$ cat src/rtl/cct_pkg.sv
// Shared types and constants of the Collatz crossing-time block.
`default_nettype none

package cct_pkg;

   // Result status codes.
   typedef enum logic [1:0] {
      STATUS_DONE     = 2'd0,
      STATUS_OVERFLOW = 2'd1,
      STATUS_TIMEOUT  = 2'd2
   } status_type;

   // Register select, taken from address bit 3 (registers lie 8 bytes apart).
   localparam logic CSR_LOWER_BOUND = 1'b0;
   localparam logic CSR_STEP_LIMIT  = 1'b1;

   localparam int unsigned CSR_ADDR_WIDTH = 4;

   // Reset values of the registers.
   localparam logic [63:0] LOWER_BOUND_RESET = 64'd16;
   localparam logic [31:0] STEP_LIMIT_RESET  = 32'd65535;

   // Largest value whose 3x+1 still fits in 64 bits.
   localparam logic [63:0] TRIPLE_MAX = (64'hFFFF_FFFF_FFFF_FFFF - 64'd1) / 64'd3;

endpackage : cct_pkg

`default_nettype wire

$ cat src/rtl/collatz_crossing_time.sv
// Collatz crossing-time engine: iterates the Collatz map on one start value at a time.
//
// Usage:
//   A start value enters on the req_ channel (valid/ready). The engine then
//   applies one map step per clock (halve if even, 3x+1 if odd) until the
//   value falls below the lower_bound register, the step_limit register is
//   reached (timeout status) or a 3x+1 step would overflow 64 bits (overflow
//   status). One result transaction per start value leaves on the rsp_ channel
//   carrying the start value, step count, largest value seen and status.
// Step loop:
//   A trajectory stays in the step loop until a termination test holds; the
//   result is valid in the cycle after, and req_ready rises again at the same
//   time, so no new start value is taken while an item is in the loop. All
//   steps use the single step unit (one 64-bit shift-and-add plus compares).
// Stalls:
//   The result sits in an output register; the next item can be accepted and
//   worked on while it waits. An item that finishes while the previous result
//   is still untaken holds in the loop until the output register frees.
// Reset:
//   A synchronous, active-high reset returns the engine to idle, drops
//   rsp_valid and restores lower_bound to 16 and step_limit to 65535.
// Registers (APB, 64-bit data): lower_bound at 0x0, step_limit at 0x8.
`default_nettype none

module collatz_crossing_time
   import cct_pkg::*;
#(
   parameter int unsigned STEP_WIDTH = 32
) (
   input  wire                       clock,
   input  wire                       reset,
   // Input channel
   input  wire                       req_valid,
   output logic                      req_ready,
   input  wire  [63:0]               req_start_value,
   // Result channel
   output logic                      rsp_valid,
   input  wire                       rsp_ready,
   output logic [63:0]               rsp_start_echo,
   output logic [31:0]               rsp_step_count,
   output logic [63:0]               rsp_max_reached,
   output logic [1:0]                rsp_status,
   // Configuration port
   input  wire                       csr_psel,
   input  wire                       csr_penable,
   input  wire                       csr_pwrite,
   input  wire  [CSR_ADDR_WIDTH-1:0] csr_paddr,
   input  wire  [63:0]               csr_pwdata,
   output logic [63:0]               csr_prdata,
   output logic                      csr_pready
);

   typedef enum logic {
      ST_IDLE,
      ST_RUN
   } state_type;

   localparam logic [63:0] STEP_MASK = 64'hFFFF_FFFF_FFFF_FFFF >> (64 - STEP_WIDTH);

   state_type             state_ff,        state_in;
   logic [63:0]           lower_bound_ff,  lower_bound_in;
   logic [31:0]           step_limit_ff,   step_limit_in;
   logic [63:0]           cur_ff,          cur_in;
   logic [63:0]           max_ff,          max_in;
   logic [STEP_WIDTH-1:0] steps_ff,        steps_in;
   logic [STEP_WIDTH-1:0] limit_ff,        limit_in;
   logic [63:0]           start_ff,        start_in;
   logic                  rsp_valid_ff,    rsp_valid_in;
   logic [63:0]           rsp_start_ff,    rsp_start_in;
   logic [31:0]           rsp_steps_ff,    rsp_steps_in;
   logic [63:0]           rsp_max_ff,      rsp_max_in;
   status_type            rsp_status_ff,   rsp_status_in;

   logic        csr_write;
   logic [63:0] limit_ext;
   logic [63:0] limit_eff;
   logic [63:0] triple;
   logic [63:0] max_fold;
   logic [63:0] steps_wide;
   logic        finish;
   status_type  finish_status;
   logic        out_free;

   // Configuration write strobe and read mux.
   assign csr_pready = 1'b1;
   assign csr_write  = csr_psel & csr_penable & csr_pwrite;

   always_comb begin
      unique case (csr_paddr[3])
         CSR_LOWER_BOUND: csr_prdata = lower_bound_ff;
         CSR_STEP_LIMIT:  csr_prdata = {32'd0, step_limit_ff};
         default:         csr_prdata = 64'd0;
      endcase
   end

   // Step limit saturated to what the step counter can hold.
   assign limit_ext = {32'd0, step_limit_ff};
   assign limit_eff = (limit_ext > STEP_MASK) ? STEP_MASK : limit_ext;

   // Shared step unit: 3x+1 as a shift and add, and the running maximum fold.
   assign triple   = {cur_ff[62:0], 1'b0} + cur_ff + 64'd1;
   assign max_fold = (cur_ff > max_ff) ? cur_ff : max_ff;

   // Termination tests in the order bound, step limit, overflow.
   always_comb begin
      finish        = 1'b1;
      finish_status = STATUS_DONE;
      priority if (cur_ff < lower_bound_ff) begin
         finish_status = STATUS_DONE;
      end else if (steps_ff >= limit_ff) begin
         finish_status = STATUS_TIMEOUT;
      end else if (cur_ff[0] && (cur_ff > TRIPLE_MAX)) begin
         finish_status = STATUS_OVERFLOW;
      end else begin
         finish = 1'b0;
      end
   end

   assign out_free   = !rsp_valid_ff || rsp_ready;
   assign steps_wide = 64'(steps_ff);

   // Next-state logic of the sequencer, the working registers and the output register.
   always_comb begin
      state_in       = state_ff;
      lower_bound_in = lower_bound_ff;
      step_limit_in  = step_limit_ff;
      cur_in         = cur_ff;
      max_in         = max_ff;
      steps_in       = steps_ff;
      limit_in       = limit_ff;
      start_in       = start_ff;
      rsp_valid_in   = rsp_valid_ff;
      rsp_start_in   = rsp_start_ff;
      rsp_steps_in   = rsp_steps_ff;
      rsp_max_in     = rsp_max_ff;
      rsp_status_in  = rsp_status_ff;

      if (csr_write) begin
         unique case (csr_paddr[3])
            CSR_LOWER_BOUND: lower_bound_in = csr_pwdata;
            CSR_STEP_LIMIT:  step_limit_in  = csr_pwdata[31:0];
            default:         lower_bound_in = lower_bound_ff;
         endcase
      end

      // The result transaction leaves when the receiver takes it.
      if (rsp_valid_ff && rsp_ready) begin
         rsp_valid_in = 1'b0;
      end

      unique case (state_ff)
         ST_IDLE: begin
            if (req_valid) begin
               cur_in   = req_start_value;
               max_in   = req_start_value;
               start_in = req_start_value;
               steps_in = '0;
               limit_in = limit_eff[STEP_WIDTH-1:0];
               state_in = ST_RUN;
            end
         end
         ST_RUN: begin
            // The maximum is folded from the registered value, so it trails the value; folding is idempotent.
            max_in = max_fold;
            if (finish) begin
               if (out_free) begin
                  rsp_valid_in  = 1'b1;
                  rsp_start_in  = start_ff;
                  rsp_steps_in  = steps_wide[31:0];
                  rsp_max_in    = max_fold;
                  rsp_status_in = finish_status;
                  state_in      = ST_IDLE;
               end
            end else begin
               cur_in   = cur_ff[0] ? triple : {1'b0, cur_ff[63:1]};
               steps_in = steps_ff + STEP_WIDTH'(1);
            end
         end
         default: state_in = ST_IDLE;
      endcase
   end

   // State, configuration and registered outputs.
   always_ff @(posedge clock) begin
      if (reset) begin
         state_ff       <= ST_IDLE;
         rsp_valid_ff   <= 1'b0;
         lower_bound_ff <= LOWER_BOUND_RESET;
         step_limit_ff  <= STEP_LIMIT_RESET;
      end else begin
         state_ff       <= state_in;
         rsp_valid_ff   <= rsp_valid_in;
         lower_bound_ff <= lower_bound_in;
         step_limit_ff  <= step_limit_in;
      end
      cur_ff        <= cur_in;
      max_ff        <= max_in;
      steps_ff      <= steps_in;
      limit_ff      <= limit_in;
      start_ff      <= start_in;
      rsp_start_ff  <= rsp_start_in;
      rsp_steps_ff  <= rsp_steps_in;
      rsp_max_ff    <= rsp_max_in;
      rsp_status_ff <= rsp_status_in;
   end

   assign req_ready       = (state_ff == ST_IDLE);
   assign rsp_valid       = rsp_valid_ff;
   assign rsp_start_echo  = rsp_start_ff;
   assign rsp_step_count  = rsp_steps_ff;
   assign rsp_max_reached = rsp_max_ff;
   assign rsp_status      = rsp_status_ff;

endmodule : collatz_crossing_time

`default_nettype wire

$ cat config.mk
export PLATFORM = sky130hd
export DESIGN_NAME = collatz_crossing_time
export DESIGN_NICKNAME = d
export VERILOG_FILES = /design/src/rtl/cct_pkg.sv /design/src/rtl/collatz_crossing_time.sv
export SDC_FILE = /design/constraint.sdc
export NUM_CORES = 1
export LEC_CHECK = 0
export ABC_CLOCK_PERIOD_IN_PS = 19500
export BUFFER_PORTS_ARGS = -buffer_cell sky130_fd_sc_hd__buf_2
export CORE_MARGIN = 2
export CORE_UTILIZATION = 61
export CTS_BUF_LIST = sky130_fd_sc_hd__clkbuf_8
export DETAILED_ROUTE_END_ITERATION = 10
export MAX_ROUTING_LAYER = met4
export PLACE_DENSITY = 0.84
export SLEW_MARGIN = 20
export SYNTH_ARGS = -nofsm -noshare
export SYNTH_HDL_FRONTEND = slang
export SYNTH_SLANG_ARGS = --single-unit
$ cat constraint.sdc
create_clock -name clock -period 19.5 [get_ports clock]
set_input_delay 2.925 -clock clock [delete_from_list [all_inputs] [get_ports clock]]
set_output_delay 2.925 -clock clock [all_outputs]
set_load 0.05 [all_outputs]
-- After elaboration in Yosys (flattened, before gate mapping)
Cells that the tools add are included.
W data, S select, Z words.
- register bits: 516
- word-level logic and storage cells: 61
- input port bits: 139
- bitwise operators: 4
- magnitude comparators: 5
- eq/ne operators: 2
- add/subtract/negate cells: 3
- reduce and logical (&&, ||, !) cells: 10
- mux-type cells: 23
- operator list (operator ; number):
    $pmux W64 S2 ; 3
    $mux W64 ; 4
    $add A64 B1 Y64 const B ; 1
    $add A64 B64 Y64 ; 1
    $gt A64 B63 Y1 const B ; 1
    $gt A64 B64 Y1 ; 1
    $lt A64 B64 Y1 ; 1
    $mux W32 ; 2
    $pmux W32 S2 ; 1
    $add A32 B1 Y32 const B ; 1
    $ge A32 B32 Y1 ; 1
    $gt A32 B32 Y1 const B ; 1
    $mux W1 ; 11
    $reduce_and A2 Y1 ; 4
    $ne A2 B2 Y1 const B ; 2
    $reduce_and A3 Y1 ; 1
    $and A1 B1 Y1 ; 2
    $logic_and A1 B1 Y1 ; 2
    $mux W2 ; 1
    $not A1 Y1 ; 2
    $pmux W1 S2 ; 1
    $reduce_or A2 Y1 ; 1
    $logic_not A1 Y1 ; 1
    $logic_or A1 B1 Y1 ; 1

-- Logic depth before layout (Yosys ltp)
Gate-level depths: netlist (run 1).
- word-level depth: 7
- depth in mapped cells: 16

-- Worst setup path after synthesis (run 1)
Ideal clock, no wire load.
- path kind: input-to-reg
- from: input port rsp_ready
- to: register rsp_max_ff[0], in the netlist rsp_max_reached[0] (enable)
- library setup time: 0.686 ns
- stages on the path: 2
- buffers on the path: 0
- arrival: 9.689 ns
- slack: 9.124 ns
- cells stage by stage: nor2b_1 > nor2_1
- longest elaborated chain between the ends: 2
- RTL lines (item ; RTL line ; text):
    start, declared ; collatz_crossing_time.sv:38 ; input wire rsp_ready,
    $logic_or A1 B1 Y1 ; collatz_crossing_time.sv:119 ; assign out_free = !rsp_valid_ff || rsp_ready;
    $reduce_and A3 Y1 (no line) ; n/a ;
    end signal, assigned ; collatz_crossing_time.sv:203 ; rsp_max_ff <= rsp_max_in;
    end, declared ; collatz_crossing_time.sv:71 ; logic [63:0] rsp_max_ff, rsp_max_in;
Every way passes these cells.
A chain may end at the register's enable or synchronous reset.

-- Worst setup path after layout (run 1)
- from: input port csr_paddr[3]
- to: output port csr_prdata[0]
- longest elaborated chain between the ends: 2
- RTL lines (item ; RTL line ; text):
    start, declared ; collatz_crossing_time.sv:47 ; input wire [CSR_ADDR_WIDTH-1:0] csr_paddr,
    $not A1 Y1 ; collatz_crossing_time.sv:89 ; unique case (csr_paddr[3])
    $pmux W64 S2 (*) ; collatz_crossing_time.sv:89 ;
    end, declared ; collatz_crossing_time.sv:49 ; output logic [63:0] csr_prdata,
Mark *: on every way between the ends. The rest lies on a longest branch, timed or not.

==> results.md, run 1 <==
- The wire length of the first global-routing pass is around 120000 µm.
- Setup repair after global routing left no endpoint under its margin.
- The critical path runs through a total of 4 cells.
- The total leakage power is 13.8 nW.
- The placeable core area is ~46000 µm².
- The endpoint type of the worst setup path is a primary output.
- The transition time at the pin with the least slew margin is around 1.1 ns.
- The clock latency at the later pin of the worst-skew pair is 0.69 ns.
- The final max-slew violation count is 0.
- The worst setup path category is input pin to primary output.
- The synthesized flop and latch total is 516.
- Of the post-synthesis cell area, the dominant cell type holds 0.442.
- The total I/O pin count is 368.
- The average instance in the mapped netlist occupies 10.6 µm².
- CTS built an H-tree with a depth of 3.
- Entering global routing, the biggest net connects 99 pins.
- The width of the die is 220 µm.
- The netlist uses 85 different library cells.
- In this run the most critical hold path is launched from start_ff[44]$_DFFE_PP_.
- The slowest stage cell on the critical path is buf_4.
- The detailed-route vias per instance is 6.03.
- Counting flops with a built-in enable in the synthesized netlist gives 418.
- For this run, the detailed router's first-pass iteration total came to 6.
- The number of DRC violations after detailed routing is 0.
- The final layout contains routed wiring with a total length of 82700 µm.
- After clock tree synthesis, the clock-pin slew on the worst setup and hold paths is 0.07 ns.
- Overall power consumption after layout is estimated at ~3.7 mW.
- Global routing finished with a remaining overflow of 0.
- The origin of the worst setup path is csr_paddr[3].
- After synthesis, the share of flip-flops with an asynchronous set or reset is 0.
- The setup TNS is 0 ns.
- The synthesized design spends more area on one cell type than any other, namely edfxtp_1.
- The number of global-route vias before repair is 22400.
- The max-slew headroom at the worst pin is 0.281.
- The fmax is 135 MHz.
- The DRC marker count from the first detailed-route iteration is approximately 2200.
- The count of input and output buffers is 363.
- STA puts the critical path data arrival time at 4.48 ns.
- The post-synthesis net count is 3084.
- The cell count after synthesis is 2687.
- The die covers 48300 µm².
- Yosys attributes the largest share of cell area to edfxtp_1 (44%), ha_1 (11%), dfxtp_1 (6.9%), a21oi_1 (4.5%), nand2_1 (4.1%).
- Registers take around 15000 µm².
- The share of total power dissipated in combinational logic is 0.334.
- The number of cells on the worst reg-to-reg path is 15.
- Along the worst path, the maximum fanout reaches 98.
- CTS placed an instance of clkbuf_8 at the clock tree root.
- Post-CTS timing repair inserted 0 buffers for setup.
- The final worst clock skew is 0.0470 ns.
- The HPWL after detailed placement is approximately 60000 µm.
- The total of warnings raised by yosys is 0.
- For this block, the via count after detailed routing is 22600.
- Of the total power, registers draw 0.404.
- The final cycle utilization of the critical path is 0.380.
- The sequential cell area fraction in the yosys report is 0.511.
- The clock sink count is 516.
- The number of hold-slack violations in the final timing report came to 0.
- The number of inserted filler cells in the final layout is 3299.
- Among the stages of the critical path, the cell type that occurs most often is buf_2.
- Of the cells placed in the final design, the portion with a size suffix greater than 1 is 0.203.
- The hold path depth is 0.
- The startpoint of the most critical register-to-register path is cur_ff[0]$_DFFE_PP_.
- The smallest clock period supported by the final layout is computed as about 7.4 ns.
- The initial utilization of the core area, before any placement, comes to 0.614.
- The reported max-cap violation count is 0.
- The cell area after technology mapping is 28400 µm².
- The kind of cell adding the most delay to the critical path is buffers and inverters.
- The share of total power dissipated in the clock network is 0.262.
- The synthesis-to-finish area growth is 14.6%.
- The type of element launching the critical path is an input pin.
- The internal portion of the total power is 2.30 mW.
- Dividing total power by cell area gives a power density of 112 nW/µm².
- The number of antenna violations at the first check in global routing is 10.
- The number of clock buffers inserted by TritonCTS is 84.
- The switching share of power is 0.372.
- The detailed-route wire length per cell is 22.1 µm.
- The cell row count is 79.
- In the synthesized netlist the dominant register cell turns out to be edfxtp_1.
- The area taken by multi-input logic gates is 12700 µm².
- The worst ir drop on vdd is 0.0000752 V.
- The most used standard cell by instance count after synthesis is edfxtp_1.
- At the worst endpoint, the required time is 16.57 ns.
- The largest stage delay on the critical path is 0.75 ns.
- The worst min-delay path class is register to register.
- In this run the vertical extent of the chip is 220 µm.
- TritonCTS built the clock tree.
- The critical path contains buffers and inverters numbering 3 combined.
- The remaining antenna violation count after routing is 0.
- Walking the worst path, the cells encountered are buf_2 -> buf_4 -> mux2_2 -> buf_2.
- Setup violations remaining at the end of the flow were counted as 0.
- The net count of the finished layout is approximately 3500.
- The analysis attributes to net switching a power of roughly 1.4 mW.
- Counting along the longest clock path gives a buffer depth of 3.
- The placer congestion estimate is approximately 0.93.
- The total routing usage reported by global routing is 0.347.
- By count the netlist is led by edfxtp_1 (418), nand2_1 (310), ha_1 (257).
- The flow ran to the end, and the final reports show no timing, DRC or antenna violations.
- The number of buffers inserted by hold repair at cts is 0.
- In this run, post-CTS repair resized a total of 0 instances.
==> cell type report <==
class / count / share of cell area
inverters: 242 / 0.0279
repair buffers: 382 / 0.0602
flip-flops and latches: 516 / 0.446
multi-input cells: 1836 / 0.389
clock buffers: 96 / 0.0406
diodes: 10 / 0.000769
clock inverters: 60 / 0.0121
well taps: 607 / 0.0233
==> sequential cells by signal (all words and copies together), names as in the netlist, 64 cells and up <==
signal	cells
lower_bound_ff	64
rsp_max_reached	64
cur_ff	64
max_ff	64
start_ff	64
rsp_start_echo	64
==> path summary, 6_finish.rpt <==
check	slack, ns	to
hold reg to reg	0.41	rsp_start_echo[44]$_DFFE_PP_
setup reg to reg	13.68	cur_ff[63]$_DFFE_PP_
hold / removal	0.41	rsp_start_echo[44]$_DFFE_PP_
setup / recovery	12.09	csr_prdata[0]
==> layout by cell type, fill, tap and decap left out, types with 45 or more instances in the layout <==
master,count
a21oi_1,254
mux2_2,73
nor2_1,183
nand2_1,309
buf_2,363
ha_1,257
a21o_1,98
nand4_1,45
nand3_1,52
edfxtp_1,418
clkbuf_8,96
o21ai_0,134
dfxtp_1,97
inv_1,270
==> cell families (layout without fill, tap and decap cells) <==
kind of cell	after synthesis	after routing	share of synthesized area
simple gates	733	733	0.117
fa+ha+maj	258	258	0.114
mux	109	109	0.0416
compound gates	651	651	0.145
flops	516	516	0.511
buf+inv	335	780	0.0453
xor+xnor	84	84	0.0259
other cells	1	11	0.000132
==> power by group through the flow <==
stage / Sequential, mW / Clock, mW / Combinational, mW
final: 1.48 / 0.960 / 1.22
after CTS: 1.48 / 0.973 / 1.21
after detailed placement: 1.50 / 0 / 1.19
after global placement: 1.49 / 0 / 1.16
after floorplan: 1.62 / 0 / 0.742
after global routing: 1.49 / 1.01 / 1.32
==> stage by stage <==
stage | hold slack, ns | util | setup slack [ns] | area [µm²] | instances
6_report | 0.410 | 0.703 | 12.09 | 32500 | 3749
5_1_grt | 0.423 | 0.703 | 12.01 | 32500 | 3749
4_1_cts | 0.415 | 0.703 | 12.14 | 32500 | 3739
3_5_place_dp | 0.405 | 0.666 | 12.15 | 30800 | 3583
3_3_place_gp | 0.400 | 0.666 | 12.18 | 30800 | 3583
2_1_floorplan | 0.400 | - | 9.12 | 28400 | 2687
==> metal layers <==
metal / up-vias / share of wire / track usage
met5: - / 0 / -
met4: 0 / 0.047 / 0.172
met3: 219 / 0.075 / 0.0553
met2: 1083 / 0.49 / 0.567
met1: 10900 / 0.39 / 0.421
li1: 10400 / - / -
Power figures use the tool's default switching activity.
==> inputs of run 2 (changes only) <==
--- a/config.mk
+++ b/config.mk
@@ -5,7 +5,7 @@
 export SDC_FILE = /design/constraint.sdc
 export NUM_CORES = 1
 export LEC_CHECK = 0
-export ABC_CLOCK_PERIOD_IN_PS = 19500
+export ABC_CLOCK_PERIOD_IN_PS = 6920
 export BUFFER_PORTS_ARGS = -buffer_cell sky130_fd_sc_hd__buf_2
 export CORE_MARGIN = 2
 export CORE_UTILIZATION = 61
==> constraint.sdc (replaced) <==
create_clock -name clock -period 6.92 [get_ports clock]
set_input_delay 1.038 -clock clock [delete_from_list [all_inputs] [get_ports clock]]
set_output_delay 1.038 -clock clock [all_outputs]
set_load 0.05 [all_outputs]
==> run 2 against run 1 <==
Net effect: critical path depth is 9 higher; routed wire length grew 0.30%; sequential share of layout area about the same; utilization hardly changed; global-route usage increased by 0.27 points; largest power group unchanged; worst setup slack got worse by 11 ns; flip-flop and latch count unchanged; cell area about the same; critical path type is now register to register.
==> results.md, run 2 (synthesized netlist as in run 1, its figures left out) <==
- The flow ran to the end, and the final reports show no timing, DRC or antenna violations.
- The max-slew headroom at the worst pin was 0.229 (-0.0528).
- The portion of total power attributed to combinational logic was 0.335 (about the same).
- The sequential cell fraction of total power is 0.407 (+0.003).
- The total setup violations reported at the end of the flow is 0 (unchanged).
- The clock sink count came to 516 (unchanged).
- The switching power of the nets was 3.84 mW (+180%).
- The placeable core area is 46300 µm² (unchanged).
- The number of buffers inserted by hold repair at cts is 0 (unchanged).
- The arrival time of data at the critical path endpoint is 6.02 ns (+1.54 ns).
- The total area of sequential cells came to 14500 µm² (unchanged).
- The area taken by multi-input logic gates came to 12700 µm² (unchanged).
- The tree is rooted in a clkbuf_8.
- The largest net degree at the start of global routing was 100 (+1.0%).
- The part of the power in the clock network was 0.258 (-0.004).
- The worst setup path is launched from a register.
- The number of clock buffers inserted by TritonCTS was 84 (unchanged).
- The clock latency at the later pin of the worst-skew pair was 0.71 ns (+0.02 ns).
- The area enclosed by the die boundary was 48300 µm² (unchanged).
- The minimum period implied by the final worst setup slack is 5.58 ns.
- The final max-slew violation count was 0 (unchanged).
- The overall via count from detail_route was 22700 (+0.26%).
- The first-pass iteration count of the detailed router is 5 (-1).
- The die extent in y is 220 µm (unchanged).
- The proportion of layout cells with a drive suffix above 1 is 0.201 (-0.00128).
- The reported max-cap violation count is 0 (unchanged).
- The net count of the finished layout was 3459 (unchanged).
- The cell area power density is 316 nW/µm² (+180%).
- The number of setup buffers added after CTS is 0 (unchanged).
- The cell row count is 79 (unchanged).
- The data required time of the critical path came to 7.36 ns (-9.21 ns).
- In the finished design, the share of the clock period the worst path needs comes to 0.807.
- The setup slack at placement is 1.50 ns (-10.65 ns).
- The worst min-delay path class is register to register.
- The wire length reported by the detailed router was 82900 µm (+0.30%).
- The total leakage power is 13.8 nW (about the same).
- TritonCTS built the clock tree.
- The detailed-route vias per instance was 6.05 (+0.23%).
- The register clock-pin slew on the reported worst setup and hold paths was 0.07 ns (about the same).
- The hold slack came to 0.409 ns (-0.00122 ns).
- The width of the die is 220 µm (unchanged).
- The total routing usage reported by global routing is 0.350 (+0.00268).
- The number of H-tree branching levels is 3 (unchanged).
- The number of antenna violations at the first check in global routing is 11 (+1).
- The count of input and output buffers is 363 (unchanged).
- The remaining antenna violation count after routing was 0 (unchanged).
- The DRC marker count from the first detailed-route iteration is 2193 (+0.27%).
- The number of gates given a new drive strength after cts is 0 (unchanged).
- The synthesis-to-finish area growth is 14.5% (about the same).
- The sum of net half-perimeters after detailed placement came to 60300 µm (+0.47%).
- The most common cell after layout, fill and taps aside is edfxtp_1.
- The placer congestion estimate is 0.931 (+0.54%).
- The post-layout worst setup margin is 1.34 ns (-10.75 ns).
- The setup TNS came to 0 ns (unchanged).
- The worst setup path is captured at a register.
- The effective utilization at floorplan came to 0.614 (unchanged).
- The wire length of the first global-routing pass came to 125000 µm (+0.90%).
- The largest fanout on the critical path was 27 (-72%).
- The internal power of the cells came to 6.43 mW (+180%).
- Setup repair after global routing left no endpoint under its margin.
- The number of global-route vias before repair is 22600 (+1.0%).
- The non-filler instance count after layout was 3750 (+0.027%).
- The number of cells in the design after placement came to 3583 (unchanged).
- The detailed-route wire length per cell is 22.1 µm (+0.27%).
- Based on the critical path, the design can be clocked at up to approximately 180 MHz.
- The number of inserted filler cells in the final layout is 3413 (+3.5%).
- The number of DRC violations after detailed routing was 0 (unchanged).
- The number of hold-slack violations in the final timing report is 0 (unchanged).
- Leaving out fill and tap cells, the most frequent cells in the layout are edfxtp_1 (418), buf_2 (363), nand2_1 (309).
- The worst ir drop on vdd is 0.000203 V (+170%).
- The final worst clock skew is 0.0482 ns (+0.00125 ns).
- The transition time at the pin with the least slew margin is 1.16 ns (+0.0864 ns).
- The number of buffers between clock root and the deepest sink is 3 (unchanged).
- The total I/O pin count is 368 (unchanged).
- The switching share of power was 0.374 (+0.00207).
- The overflow left after global routing was 0 (unchanged).
- The worst setup path is of the register to register kind.
run 2: cell types whose count changed in the layout (fill, tap and decap cells not counted), moves of 2 or more:
| cell | delta |
|---|---|
| clkinv_1 | +5 |
| buf_12 | +2 |
| buf_4 | -2 |
| bufinv_16 | -2 |
| clkbuf_8 | +2 |
| clkinvlp_4 | -3 |
run 2: per-layer routing:
layer,vias up,share of wire,track usage
met5,-,0,-
met4,0,0.051,0.185
met3,236,0.078,0.0595
met2,1135,0.48,0.561
met1,10900,0.39,0.425
li1,10400,-,-
run 2: metrics by stage:
| stage | instance area, µm² | util | power (mW) |
|---|---|---|---|
| finish | 32500 | 0.703 | 10.3 |
| global route | 32500 | 0.703 | 10.7 |
| CTS | 32500 | 0.703 | 10.2 |
| detailed placement | 30800 | 0.666 | 7.59 |
| global placement | 30800 | 0.666 | 7.47 |
| floorplan | 28400 | - | 6.63 |
run 2: worst max-delay path, cell delays in order, from the launching register on:
cell and delay (ns):
edfxtp_1 1.11, clkinv_1 0.71, fa_1 0.62, nand2b_1 0.16, a211oi_1 0.36, o31a_1 0.20, a21oi_1 0.11, o41ai_2 0.51
a31oi_1 0.44, nor2_1 0.25, a31oi_1 0.24, o2111ai_1 0.32, xnor2_1 0.09, a22o_1 0.20
run 2: path summary, 6_finish.rpt:
check | startpoint | to | slack, ns | cells after the start
setup / recovery | cur_ff[0]$_DFFE_PP_ | cur_ff[63]$_DFFE_PP_ | 1.34 | 13
hold / removal | start_ff[38]$_DFFE_PP_ | rsp_start_echo[38]$_DFFE_PP_ | 0.41 | 0
setup reg to reg | cur_ff[0]$_DFFE_PP_ | cur_ff[63]$_DFFE_PP_ | 1.34 | 13
hold reg to reg | start_ff[38]$_DFFE_PP_ | rsp_start_echo[38]$_DFFE_PP_ | 0.41 | 0
run 2: power groups by stage:
stage / combinational (mW) / clock [mW] / sequential, mW
after floorplan: 2.09 / 0 / 4.53
final: 3.43 / 2.65 / 4.18
after detailed placement: 3.36 / 0 / 4.23
after CTS: 3.39 / 2.67 / 4.17
after global placement: 3.26 / 0 / 4.21
after global routing: 3.72 / 2.80 / 4.21
run 2: area by class of cell:
class | count | area share
Sequential cell | 516 | 0.446
Inverter | 242 | 0.0280
Clock inverter | 58 | 0.00992
Timing Repair Buffer | 382 | 0.0610
Antenna cell | 11 | 0.000846
Clock buffer | 98 | 0.0415
Tap cell | 607 | 0.0233
Multi-Input combinational cell | 1836 | 0.389
